--- src/design/twa_pkg.sv ---
// Shared types and constants for the trailing window aggregate core.
// Used by the controller, the datapath and the top level; no dependencies.

package twa_pkg;

   localparam int SAMPLE_W    = 32;  // width of one sample
   localparam int AGG_W       = 38;  // width of the aggregate result
   localparam int MODE_W      = 2;
   localparam int WLEN_W      = 7;
   localparam int SUM_W       = SAMPLE_W + WLEN_W + 1;  // holds any windowed sum
   localparam int DIV_CNT_W   = $clog2(SUM_W + 1);
   localparam int CSR_INDEX_W = 8;
   localparam int CSR_DATA_W  = 8;
   localparam int RSP_DATA_W  = ((AGG_W + 7) / 8) * 8;

   // Aggregate kinds.
   localparam logic [MODE_W-1:0] MODE_AVG = 2'd0;
   localparam logic [MODE_W-1:0] MODE_MAX = 2'd1;
   localparam logic [MODE_W-1:0] MODE_MIN = 2'd2;
   localparam logic [MODE_W-1:0] MODE_SUM = 2'd3;

   // Register indexes on the configuration port.
   localparam logic [CSR_INDEX_W-1:0] REG_MODE          = 8'd0;
   localparam logic [CSR_INDEX_W-1:0] REG_WINDOW_LENGTH = 8'd1;

   // Commands from the controller to the datapath.
   typedef struct packed {
      logic load;      // capture the request and set up the walk
      logic walk;      // issue history reads and accumulate
      logic div_load;  // prime the divider with the sum
      logic div_step;  // one quotient bit
      logic finish;    // store the sample and load the result register
   } twa_cmd_type;

   // Status from the datapath to the controller.
   typedef struct packed {
      logic empty;     // window holds no sample
      logic walk_done; // all reads issued and accumulated
      logic div_done;  // all quotient bits produced
      logic avg;       // average mode selected
      logic out_free;  // result register can take a new result
   } twa_sts_type;

endpackage

--- src/design/twa_ctrl.sv ---
// Controller state machine of the trailing window aggregate core.
// Depends on twa_pkg for the command and status structs.

module twa_ctrl import twa_pkg::*; (
   input  logic        clock,
   input  logic        reset,
   input  logic        req_tvalid,
   output logic        req_tready,
   input  twa_sts_type sts,
   output twa_cmd_type cmd
);

   localparam logic [2:0] ST_IDLE = 3'd0;
   localparam logic [2:0] ST_WALK = 3'd1;
   localparam logic [2:0] ST_DIV  = 3'd2;
   localparam logic [2:0] ST_DONE = 3'd3;

   logic [2:0] state_ff;
   logic [2:0] state_in;

   always_comb begin
      state_in = state_ff;
      cmd      = '0;
      case (state_ff)
         ST_IDLE: begin
            if (req_tvalid) begin
               cmd.load = 1'b1;
               state_in = ST_WALK;
            end
         end
         ST_WALK: begin
            if (sts.empty) begin
               state_in = ST_DONE;
            end else if (sts.walk_done) begin
               if (sts.avg) begin
                  cmd.div_load = 1'b1;
                  state_in     = ST_DIV;
               end else begin
                  state_in = ST_DONE;
               end
            end else begin
               cmd.walk = 1'b1;
            end
         end
         ST_DIV: begin
            if (sts.div_done) begin
               state_in = ST_DONE;
            end else begin
               cmd.div_step = 1'b1;
            end
         end
         ST_DONE: begin
            if (sts.out_free) begin
               cmd.finish = 1'b1;
               state_in   = ST_IDLE;
            end
         end
         default: begin
            state_in = ST_IDLE;
         end
      endcase
   end

   always_ff @(posedge clock) begin
      if (reset) begin
         state_ff <= ST_IDLE;
      end else begin
         state_ff <= state_in;
      end
   end

   assign req_tready = (state_ff == ST_IDLE);

   // At most one command is active in any cycle.
   a_one_cmd: assert property (@(posedge clock) disable iff (reset)
      $onehot0(cmd))
      else $error("twa_ctrl: more than one command at once");

   // The divider is only stepped while it still has bits to produce.
   a_div_step: assert property (@(posedge clock) disable iff (reset)
      cmd.div_step |-> !sts.div_done)
      else $error("twa_ctrl: divider stepped past its end");

   // A result is only loaded when the result register can take it.
   a_finish_free: assert property (@(posedge clock) disable iff (reset)
      cmd.finish |-> sts.out_free)
      else $error("twa_ctrl: result loaded over a pending result");

endmodule

--- src/design/twa_datapath.sv ---
// Datapath of the trailing window aggregate core: configuration registers,
// history memory, accumulator, bit-serial divider and result register.
// Depends on twa_pkg; driven by twa_ctrl through command and status structs.

module twa_datapath import twa_pkg::*; #(
   parameter int MAX_WINDOW = 64
) (
   input  logic                   clock,
   input  logic                   reset,
   input  logic                   csr_valid,
   input  logic [CSR_INDEX_W-1:0] csr_index,
   input  logic [CSR_DATA_W-1:0]  csr_data,
   input  logic [SAMPLE_W-1:0]    req_tdata,
   output logic                   rsp_tvalid,
   input  logic                   rsp_tready,
   output logic [RSP_DATA_W-1:0]  rsp_tdata,
   input  twa_cmd_type            cmd,
   output twa_sts_type            sts
);

   localparam int SLOT_W  = (MAX_WINDOW > 1) ? $clog2(MAX_WINDOW) : 1;
   localparam int COUNT_W = $clog2(MAX_WINDOW + 1);
   localparam int CALC_W  = ((SLOT_W > WLEN_W) ? SLOT_W : WLEN_W) + 2;
   localparam int CMP_W   = (COUNT_W > WLEN_W) ? COUNT_W : WLEN_W;

   // Configuration registers.
   logic [MODE_W-1:0] mode_ff;
   logic [WLEN_W-1:0] window_length_ff;

   always_ff @(posedge clock) begin
      if (reset) begin
         mode_ff          <= MODE_AVG;
         window_length_ff <= '0;
      end else if (csr_valid) begin
         if (csr_index == REG_MODE) begin
            mode_ff <= csr_data[MODE_W-1:0];
         end else if (csr_index == REG_WINDOW_LENGTH) begin
            window_length_ff <= csr_data[WLEN_W-1:0];
         end
      end
   end

   // Ring state.
   logic [SAMPLE_W-1:0] history_ff [MAX_WINDOW];
   logic [COUNT_W-1:0]  stored_count_ff;
   logic [SLOT_W-1:0]   write_slot_ff;

   // Per-request working registers.
   logic [SAMPLE_W-1:0] sample_ff;
   logic [WLEN_W-1:0]   n_ff;
   logic [WLEN_W-1:0]   issue_left_ff;
   logic [SLOT_W-1:0]   rd_slot_ff;
   logic                rd_pend_ff;
   logic [SAMPLE_W-1:0] rd_data_ff;
   logic signed [SUM_W-1:0]    sum_ff;
   logic signed [SAMPLE_W-1:0] best_ff;
   logic                first_ff;

   // Divider registers.
   logic [SUM_W-1:0]     div_q_ff;
   logic [WLEN_W:0]      div_r_ff;
   logic                 div_neg_ff;
   logic [DIV_CNT_W-1:0] div_cnt_ff;

   // Result register.
   logic               out_valid_ff;
   logic [AGG_W-1:0]   out_data_ff;

   // Window size and oldest slot, worked out when the request is taken.
   logic [CMP_W-1:0]  wl_ext;
   logic [CMP_W-1:0]  stored_ext;
   logic [WLEN_W-1:0] n_in;
   logic [CALC_W-1:0] ws_ext;
   logic [CALC_W-1:0] n_ext;
   logic [CALC_W-1:0] start_calc;
   logic [SLOT_W-1:0] start_slot;

   always_comb begin
      wl_ext     = CMP_W'(window_length_ff);
      stored_ext = CMP_W'(stored_count_ff);
      // When the history is the smaller of the two it is below 128.
      n_in       = (wl_ext < stored_ext) ? window_length_ff : stored_ext[WLEN_W-1:0];
      ws_ext     = CALC_W'(write_slot_ff);
      n_ext      = CALC_W'(n_in);
      if (ws_ext >= n_ext) begin
         start_calc = ws_ext - n_ext;
      end else begin
         start_calc = ws_ext + CALC_W'(MAX_WINDOW) - n_ext;
      end
      start_slot = start_calc[SLOT_W-1:0];
   end

   // Walk: one read issued per cycle, its data accumulated in the next.
   logic                       issue;
   logic signed [SAMPLE_W-1:0] rd_value;
   logic                       take_best;

   assign issue    = cmd.walk && (issue_left_ff != '0);
   assign rd_value = $signed(rd_data_ff);

   always_comb begin
      take_best = first_ff;
      if ((mode_ff == MODE_MAX) && (rd_value > best_ff)) begin
         take_best = 1'b1;
      end
      if ((mode_ff == MODE_MIN) && (rd_value < best_ff)) begin
         take_best = 1'b1;
      end
   end

   always_ff @(posedge clock) begin
      if (issue) begin
         rd_data_ff <= history_ff[rd_slot_ff];
      end
      if (cmd.finish) begin
         history_ff[write_slot_ff] <= sample_ff;
      end
   end

   always_ff @(posedge clock) begin
      if (cmd.load) begin
         sample_ff     <= req_tdata;
         n_ff          <= n_in;
         issue_left_ff <= n_in;
         rd_slot_ff    <= start_slot;
         sum_ff        <= '0;
         best_ff       <= '0;
         first_ff      <= 1'b1;
      end else begin
         if (issue) begin
            issue_left_ff <= issue_left_ff - 1'b1;
            if (rd_slot_ff == SLOT_W'(MAX_WINDOW - 1)) begin
               rd_slot_ff <= '0;
            end else begin
               rd_slot_ff <= rd_slot_ff + 1'b1;
            end
         end
         if (rd_pend_ff) begin
            sum_ff   <= sum_ff + SUM_W'(rd_value);
            first_ff <= 1'b0;
            if (take_best) begin
               best_ff <= rd_value;
            end
         end
      end
   end

   always_ff @(posedge clock) begin
      if (reset) begin
         rd_pend_ff <= 1'b0;
      end else begin
         rd_pend_ff <= issue;
      end
   end

   // Restoring divider on the magnitude of the sum, one quotient bit a cycle.
   logic [WLEN_W:0] rem_shift;
   logic            rem_ge;

   assign rem_shift = {div_r_ff[WLEN_W-1:0], div_q_ff[SUM_W-1]};
   assign rem_ge    = (rem_shift >= {1'b0, n_ff});

   always_ff @(posedge clock) begin
      if (cmd.div_load) begin
         div_neg_ff <= sum_ff[SUM_W-1];
         div_q_ff   <= sum_ff[SUM_W-1] ? SUM_W'(-sum_ff) : SUM_W'(sum_ff);
         div_r_ff   <= '0;
      end else if (cmd.div_step) begin
         div_q_ff <= {div_q_ff[SUM_W-2:0], rem_ge};
         div_r_ff <= rem_ge ? (rem_shift - {1'b0, n_ff}) : rem_shift;
      end
   end

   always_ff @(posedge clock) begin
      if (reset) begin
         div_cnt_ff <= '0;
      end else if (cmd.div_load) begin
         div_cnt_ff <= DIV_CNT_W'(SUM_W);
      end else if (cmd.div_step) begin
         div_cnt_ff <= div_cnt_ff - 1'b1;
      end
   end

   // Result selection.
   logic [SUM_W-1:0] quot_signed;
   logic [AGG_W-1:0] agg_in;

   always_comb begin
      quot_signed = div_neg_ff ? (~div_q_ff + 1'b1) : div_q_ff;
      agg_in      = '0;
      if (n_ff != '0) begin
         case (mode_ff)
            MODE_AVG: agg_in = quot_signed[AGG_W-1:0];
            MODE_SUM: agg_in = sum_ff[AGG_W-1:0];
            MODE_MAX, MODE_MIN: agg_in = AGG_W'(best_ff);
            default:  agg_in = '0;
         endcase
      end
   end

   // Ring update and result register.
   always_ff @(posedge clock) begin
      if (reset) begin
         stored_count_ff <= '0;
         write_slot_ff   <= '0;
         out_valid_ff    <= 1'b0;
      end else begin
         if (cmd.finish) begin
            out_valid_ff <= 1'b1;
            if (write_slot_ff == SLOT_W'(MAX_WINDOW - 1)) begin
               write_slot_ff <= '0;
            end else begin
               write_slot_ff <= write_slot_ff + 1'b1;
            end
            if (stored_count_ff < COUNT_W'(MAX_WINDOW)) begin
               stored_count_ff <= stored_count_ff + 1'b1;
            end
         end else if (rsp_tready) begin
            out_valid_ff <= 1'b0;
         end
      end
   end

   always_ff @(posedge clock) begin
      if (cmd.finish) begin
         out_data_ff <= agg_in;
      end
   end

   assign rsp_tvalid = out_valid_ff;
   assign rsp_tdata  = RSP_DATA_W'(out_data_ff);

   assign sts.empty     = (n_ff == '0);
   assign sts.walk_done = (issue_left_ff == '0) && !rd_pend_ff;
   assign sts.div_done  = (div_cnt_ff == '0);
   assign sts.avg       = (mode_ff == MODE_AVG);
   assign sts.out_free  = !out_valid_ff || rsp_tready;

   // The held count never passes the ring depth.
   a_count_range: assert property (@(posedge clock) disable iff (reset)
      stored_count_ff <= COUNT_W'(MAX_WINDOW))
      else $error("twa_datapath: stored count beyond ring depth");

   // The window being walked never reaches past the samples held.
   a_window_held: assert property (@(posedge clock) disable iff (reset)
      cmd.walk |-> (CMP_W'(n_ff) <= CMP_W'(stored_count_ff)))
      else $error("twa_datapath: window longer than history");

   // Read data is only accumulated in the cycle after a read was issued.
   a_read_follow: assert property (@(posedge clock) disable iff (reset)
      rd_pend_ff |-> $past(issue))
      else $error("twa_datapath: accumulation without a read");

endmodule

--- src/design/trailing_window_aggregate_core.sv ---
// Top level of the trailing window aggregate core.
// Depends on twa_pkg, twa_ctrl and twa_datapath.
//
// Usage. Each request on the req_ channel carries one signed 32-bit sample.
// For every request the block returns one response on the rsp_ channel: the
// average, maximum, minimum or sum of the samples received before it, over
// at most window_length of them; the sample itself is stored afterwards.
// An empty window gives 0. The csr_ channel writes mode (index 0) and
// window_length (index 1); it is always ready and should be used only while
// no request is in flight.
// Timing. A request is taken in the idle state, then the history memory is
// read one sample a cycle over the n samples of the window; in average mode
// the bit-serial divider then divides the sum by n. The memory's single read
// port and the one-bit-per-cycle divider set how long a request takes.
// A finished response waits in an output register; the next request is
// accepted meanwhile, and its own response waits until that one is taken.
// Reset clears the configuration, the sample count and the ring pointer;
// the history memory is not cleared, as unwritten entries are never read.

module trailing_window_aggregate_core import twa_pkg::*; #(
   parameter int MAX_WINDOW = 64
) (
   input  logic                   clock,
   input  logic                   reset,
   // Request channel.
   input  logic                   req_tvalid,
   output logic                   req_tready,
   input  logic [SAMPLE_W-1:0]    req_tdata,   // [31:0] sample (signed)
   // Response channel.
   output logic                   rsp_tvalid,
   input  logic                   rsp_tready,
   output logic [RSP_DATA_W-1:0]  rsp_tdata,   // [37:0] aggregate (signed), [39:38] zero
   // Configuration write channel.
   input  logic                   csr_valid,
   output logic                   csr_ready,
   input  logic [CSR_INDEX_W-1:0] csr_index,
   input  logic [CSR_DATA_W-1:0]  csr_data
);

   twa_cmd_type cmd;
   twa_sts_type sts;

   // Register writes are always taken: csr_ready is tied high.
   assign csr_ready = 1'b1;

   // The controller sequences load, walk, divide and finish for one request.
   twa_ctrl u_ctrl (
      .clock      (clock),
      .reset      (reset),
      .req_tvalid (req_tvalid),
      .req_tready (req_tready),
      .sts        (sts),
      .cmd        (cmd)
   );

   // The datapath holds the history ring, the accumulator and the divider.
   twa_datapath #(
      .MAX_WINDOW (MAX_WINDOW)
   ) u_datapath (
      .clock      (clock),
      .reset      (reset),
      .csr_valid  (csr_valid),
      .csr_index  (csr_index),
      .csr_data   (csr_data),
      .req_tdata  (req_tdata),
      .rsp_tvalid (rsp_tvalid),
      .rsp_tready (rsp_tready),
      .rsp_tdata  (rsp_tdata),
      .cmd        (cmd),
      .sts        (sts)
   );

endmodule

--- config.mk ---
export PLATFORM = sky130hd
export DESIGN_NAME = trailing_window_aggregate_core
export DESIGN_NICKNAME = d
export VERILOG_FILES = /design/src/design/twa_pkg.sv /design/src/design/twa_ctrl.sv /design/src/design/twa_datapath.sv /design/src/design/trailing_window_aggregate_core.sv
export SDC_FILE = /design/constraint.sdc
export NUM_CORES = 2
export LEC_CHECK = 0
export BUFFER_PORTS_ARGS = -buffer_cell sky130_fd_sc_hd__buf_2
export CAP_MARGIN = 20
export CELL_PAD_IN_SITES_DETAIL_PLACEMENT = 2
export CELL_PAD_IN_SITES_GLOBAL_PLACEMENT = 2
export CORE_MARGIN = 5
export CORE_UTILIZATION = 30
export DETAILED_ROUTE_END_ITERATION = 16
export GPL_TIMING_DRIVEN = 0
export PLACE_DENSITY = 0.58
export SYNTH_ARGS = -nofsm -noshare
export SYNTH_HDL_FRONTEND = slang
export SYNTH_SLANG_ARGS = --single-unit
export TNS_END_PERCENT = 30
--- constraint.sdc ---
create_clock -name clock -period 11.45 [get_ports clock]
set_input_delay 2.29 -clock clock [delete_from_list [all_inputs] [get_ports clock]]
set_output_delay 2.29 -clock clock [all_outputs]
set_load 0.01 [all_outputs]
After elaboration in Yosys (flattened, before gate mapping)
Memory sizes are Yosys's and may differ from the RTL's. A register that Yosys moved wholly into a read port is not among the register bits.
Index checks and enable logic that the tools add are counted.
W data, S select, Z words.
{"block": "word_totals", "reg_bits": 244, "latch_bits": 0, "ramBits": 2048, "mem_bits_ro": 0, "inputBits": 53, "output_inout_bits": 43, "wordCells": 119, "memories": 1}
{"block": "classes", "add_sub_neg": 12, "mul": 0, "div_mod_pow": 0, "magnitude_cmp": 6, "n_eq_ne": 13, "shift": 0, "n_mux": 40, "bitwise_logic": 2, "reduce_logical": 25}
{"name": "u_datapath.history_ff", "depth": 64, "word_bits": 32, "read_ports": 1, "rd_ports_with_merged_regs": 1, "wr": 1, "line": "twa_datapath.sv:44", "source": "logic [SAMPLE_W-1:0] history_ff [MAX_WINDOW];"}
{"cell": "$mux W40", "count": 3}
{"cell": "$pmux W38 S3", "count": 1}
{"cell": "$mux W6", "count": 7}
{"cell": "$add A40 B32 Y40", "count": 1}
{"cell": "$neg A40 Y40", "count": 1}
{"cell": "$add A38 B1 Y38 const B", "count": 1}
{"cell": "$mux W38", "count": 1}
{"cell": "$not A38 Y38", "count": 1}
{"cell": "$gt A32 B32 Y1", "count": 1}
{"cell": "$lt A32 B32 Y1", "count": 1}
{"cell": "$mux W7", "count": 4}
{"cell": "$add A6 B1 Y6 const B", "count": 3}
{"cell": "$mux W1", "count": 16}
{"cell": "$mux W3", "count": 5}
{"cell": "$logic_not A7 Y1", "count": 2}
{"cell": "$reduce_bool A7 Y1", "count": 2}
{"cell": "$eq A6 B6 Y1 const B", "count": 2}
{"cell": "$pmux W3 S4", "count": 1}
{"cell": "$sub A6 B6 Y6", "count": 2}
{"cell": "$eq A8 B1 Y1 const B", "count": 1}
{"cell": "$ge A8 B7 Y1", "count": 1}
{"cell": "$logic_not A8 Y1", "count": 1}
{"cell": "$add A7 B1 Y7 const B", "count": 1}
{"cell": "$ge A6 B7 Y1", "count": 1}
{"cell": "24 further kinds", "count": 38}

Depth between registers and ports, before layout
{"block": "depth", "ltp_word": 8, "depth_mapped": 18, "depth_no_buf": 18}

Modules after synthesis
From an unflattened synthesis, not the netlist that was laid out.
{"block": "unflattened", "cells_unflattened": 5512, "hier_area_um2": 94848.5}
{"mod": "twa_datapath", "n_inst": 1, "cells_each": 5485, "area_each_um2": 94593.2, "seq_area_each_um2": 68595.8}
{"mod": "twa_ctrl", "n_inst": 1, "cells_each": 25, "area_each_um2": 244.0, "seq_area_each_um2": 40.0}
{"mod": "trailing_window_aggregate_core", "n_inst": 1, "cells_each": 2, "area_each_um2": 11.3, "seq_area_each_um2": 0.0}

Worst setup path after synthesis
No wires, ideal clock.
{"block": "synth_timing", "path_type": "input -> register", "start": "in rsp_tready", "end": "mem u_datapath.history_ff[60][0] (enable)", "setup_time_ns": 0.421, "arrival_ns": 5.787, "required_time_ns": 11.029, "slack_ns": 5.242, "path_stages": 6, "path_buffers": 1, "cell_sequence": "nand2b_1 nand2_1 inv_1 clkbuf_1 nand3_1 nor2_1"}
{"element": "start, declared", "line": "trailing_window_aggregate_core.sv:31", "source": "input logic rsp_tready,"}
{"element": "end, declared", "line": "twa_datapath.sv:44"}

==> flow_summary.yaml <==
layout:
  fin_nets: 6210
  stdcell_count: 10410
  drive_gt1_share_pct: 16.55
  area_growth_pct: 19.51
detailed_routing:
  routed-via-count: 55930
  first_iter_violations: 5550
  dr.pass1.iters: 5
  ant_nets: 0
  routed_wl_um: 336400
  wl_per_cell_um: 32.33
  viasPerCell: 5.375
  drc: 0
synthesis:
  yosysMostFrequentCell: "edfxtp_1"
  synth_edf_count: 2211
  synth_area_leader_cell: "edfxtp_1"
  ys_types: 73
  netlist_instances: 5490
  yosysTopAreaCellShare_pct: 70.35
  synth_ff_type: "edfxtp_1"
  async_flop_share_pct: 0
  synth-seq-cells: 2323
  syn_avg_cell_area_um2: 17.19
  ys_warn_count: 0
  synthTopCellsByArea: "edfxtp_1, mux4_2, mux2i_1, dfxtp_1, o221ai_1"
  synth-seq-area-share_pct: 72.72
  synth_area_um2: 94380
  yosys-top-cells-count: "edfxtp_1, mux2i_1, mux4_2"
power:
  ir_drop_v: 0.0001169
  switching_share_pct: 38.17
  power.share.clock_pct: 27.4
  power_leakage_nw: 36.47
  seq_power_share_pct: 35.8
  cellInternalPower_mw: 18.34
  netSwitchingPower_mw: 11.32
  p_comb_share_pct: 36.8
  p_per_area_nw_per_um2: 262.9
critical_path:
  worstPathArrival_ns: 6.33
  critical_path_class: "reg -> reg"
  worstSetupStartpointType: "flop"
  worst_ep_required_time_ns: 11.92
  end_kind: "flop"
  crit_fanout: 10
place:
  port_buffers: 91
  dp_cells: 9926
  hpwlAfterDp_um: 239600
  gpl.final_weighted_congestion: 0.8021
timing:
  period_needed_ns: 5.859
  slew_viol_final: 0
  setup-tns-final_ns: 0
  clock.fmax_mhz: 170.7
  final.period_utilization_pct: 51.17
  setup_viol: 0
  relSlewSlack_pct: 9.719
  worst_pin_slew_ns: 1.354
  rsz0062_at_grt: "no"
  hold_viol_final: 0
  finClkSkew_ns: 0.1002
clock_network:
  ctsResizeCount: 0
  cts_tree: "done"
  clk-insertion-delay-late_ns: 0.88
  clockBufferDepth: 4
  cts_setup_buffers: 0
  ctsHoldBuffers: 0
  cts_htree_levels: 5
  clk_pin_slew_ns: 0.06
  clock_sinks: 2323
  numCtsBuffers: 272
  clockRootBuffer: "clkbuf_16"
floorplanning:
  initial_core_util_pct: 30.04
  core.rowCount: 206
  coreArea_um2: 314200
  die_height_um: 570.9
  die_x_um: 570.9
  dieArea_um2: 325900
  pin_count: 96
global_routing:
  grt_pass1_wl_um: 471700
  grt_pass1_vias: 60410
  gr-total-overflow: 0
  antenna_found_initial: 28
  grt_usage_pct: 20.23
  grt_max_degree: 40
hold_path:
  hold_path_class: "reg -> reg"
run:
  maxCapViolations: 0
status:
  status: "finished, final reports clean"
worst max-delay path: stages (launching register included):
cell and delay [ns]:
edfxtp_1 0.52, buf_2 0.38, buf_2 0.77, buf_2 0.77, buf_1 0.88, mux2i_1 0.30
o221ai_1 0.23, a21oi_1 0.23, nor3_1 0.06, a21oi_1 0.88, a21oi_1 0.40
layout by cell type (no fill, tap or decap), types with 10 or more instances in the layout:
master     instances
o31ai_1           24
mux4_2           276
xnor2_1           35
ha_1             106
nand2b_1          18
edfxtp_1        2211
a221oi_1          40
buf_16            74
a21o_1            24
or3_1             11
clkbuf_2          11
a211oi_1          74
o22ai_1          126
o21ai_0          140
nor2b_1           13
nand3_1           58
nor2_4            64
buf_12            76
xor2_1            94
mux2i_1          532
buf_8             30
nand4_1           24
nor2_1           169
dfxtp_1          112
clkbuf_16        278
buf_1             65
clkbuf_1         276
clkinv_1          71
nor3_1            92
clkinv_2          34
nand2_1          187
a21oi_1          250
buf_2            120
inv_1             84
a31oi_1           10
o41ai_1           11
o221ai_1         242
per-layer routing:
layer / part of all wire, % / routed length [µm] / track usage [%] / up-vias
met5: 0.0077 / 26 / 0 / -
met2: 49 / 164900 / 34.25 / 1762
met4: 3.9 / 13230 / 7.082 / 4
met3: 5.6 / 18700 / 2.864 / 468
met1: 41 / 139500 / 26.61 / 30220
li1: - / - / - / 23470
cells by family after synthesis:
logic type | share of synthesized area [%]
xor gates and xnor gates | 1.197
DFF | 72.72
buffers and inverters | 1.684
muxes | 12.29
and+or+nand+nor | 3.428
other | 0.007957
adders and majority gates | 1.469
AOI/OAI and AO/OA | 7.203
stage by stage:
step                utilization (%)  hold slack, ns  worst slack [ns]  area (µm²)  total power, mW
floorplan                         -          0.4486             5.242       94380            16.25
detailed placement            33.27          0.4913             5.538      104500            21.63
finish                        35.90          0.4935             5.591      112800            29.66
CTS                           35.86          0.4981             5.509      112700            29.84
global placement              31.84          0.4784            0.9592      100000            20.85
global route                  35.90          0.5283             5.479      112800            30.76
sequential cells by signal, indices dropped and copies added (netlist names), 2 cells and up:
register / cells
u_datapath.mode_ff: 2
u_datapath.div_r_ff: 7
u_datapath.write_slot_ff: 6
u_datapath.sum_ff: 40
u_datapath.out_data_ff: 38
u_datapath.window_length_ff: 7
u_datapath.rd_data_ff: 32
u_datapath.rd_slot_ff: 6
u_datapath.div_q_ff: 40
u_datapath.n_ff: 7
u_datapath.sample_ff: 32
u_ctrl.state_ff: 2
u_datapath.issue_left_ff: 7
u_datapath.history_ff: 2048
u_datapath.div_cnt_ff: 6
u_datapath.best_ff: 32
u_datapath.stored_count_ff: 7
layout make-up:
type | instances | area (µm²)
diodes | 5 | 12.51
clock inverters | 129 | 905.9
flip-flops and latches | 2323 | 68640
clock buffers | 338 | 7202
multi-input cells | 2755 | 24650
well taps | 4160 | 5205
plain buffers | 326 | 1287
repair buffers | 283 | 4571
inverters | 87 | 326.6
fillers | 30810 | 201400
path summary, 6_finish.rpt:
| check | from | end | slack [ns] | cells past startpoint |
|---|---|---|---|---|
| max | u_datapath.rd_slot_ff[0]$_DFFE_PP_ | u_datapath.rd_data_ff[18]$_DFFE_PP_ | 5.59 | 10 |
| min | u_datapath.div_r_ff[1]$_SDFFE_PP0P_ | u_datapath.div_r_ff[1]$_SDFFE_PP0P_ | 0.49 | 2 |
| max reg2reg | u_datapath.rd_slot_ff[0]$_DFFE_PP_ | u_datapath.rd_data_ff[18]$_DFFE_PP_ | 5.59 | 10 |
| min reg2reg | u_datapath.div_r_ff[1]$_SDFFE_PP0P_ | u_datapath.div_r_ff[1]$_SDFFE_PP0P_ | 0.49 | 2 |
power groups by stage:
stage	combinational (mW)	clock [mW]	sequential, mW
finish	10.9	8.14	10.6
global route	11.4	8.69	10.7
CTS	10.9	8.33	10.6
detailed placement	10.8	0	10.8
global placement	9.51	0	11.3
floorplan	5.49	0	10.8
Note: power is estimated with default switching activity, not from simulation.
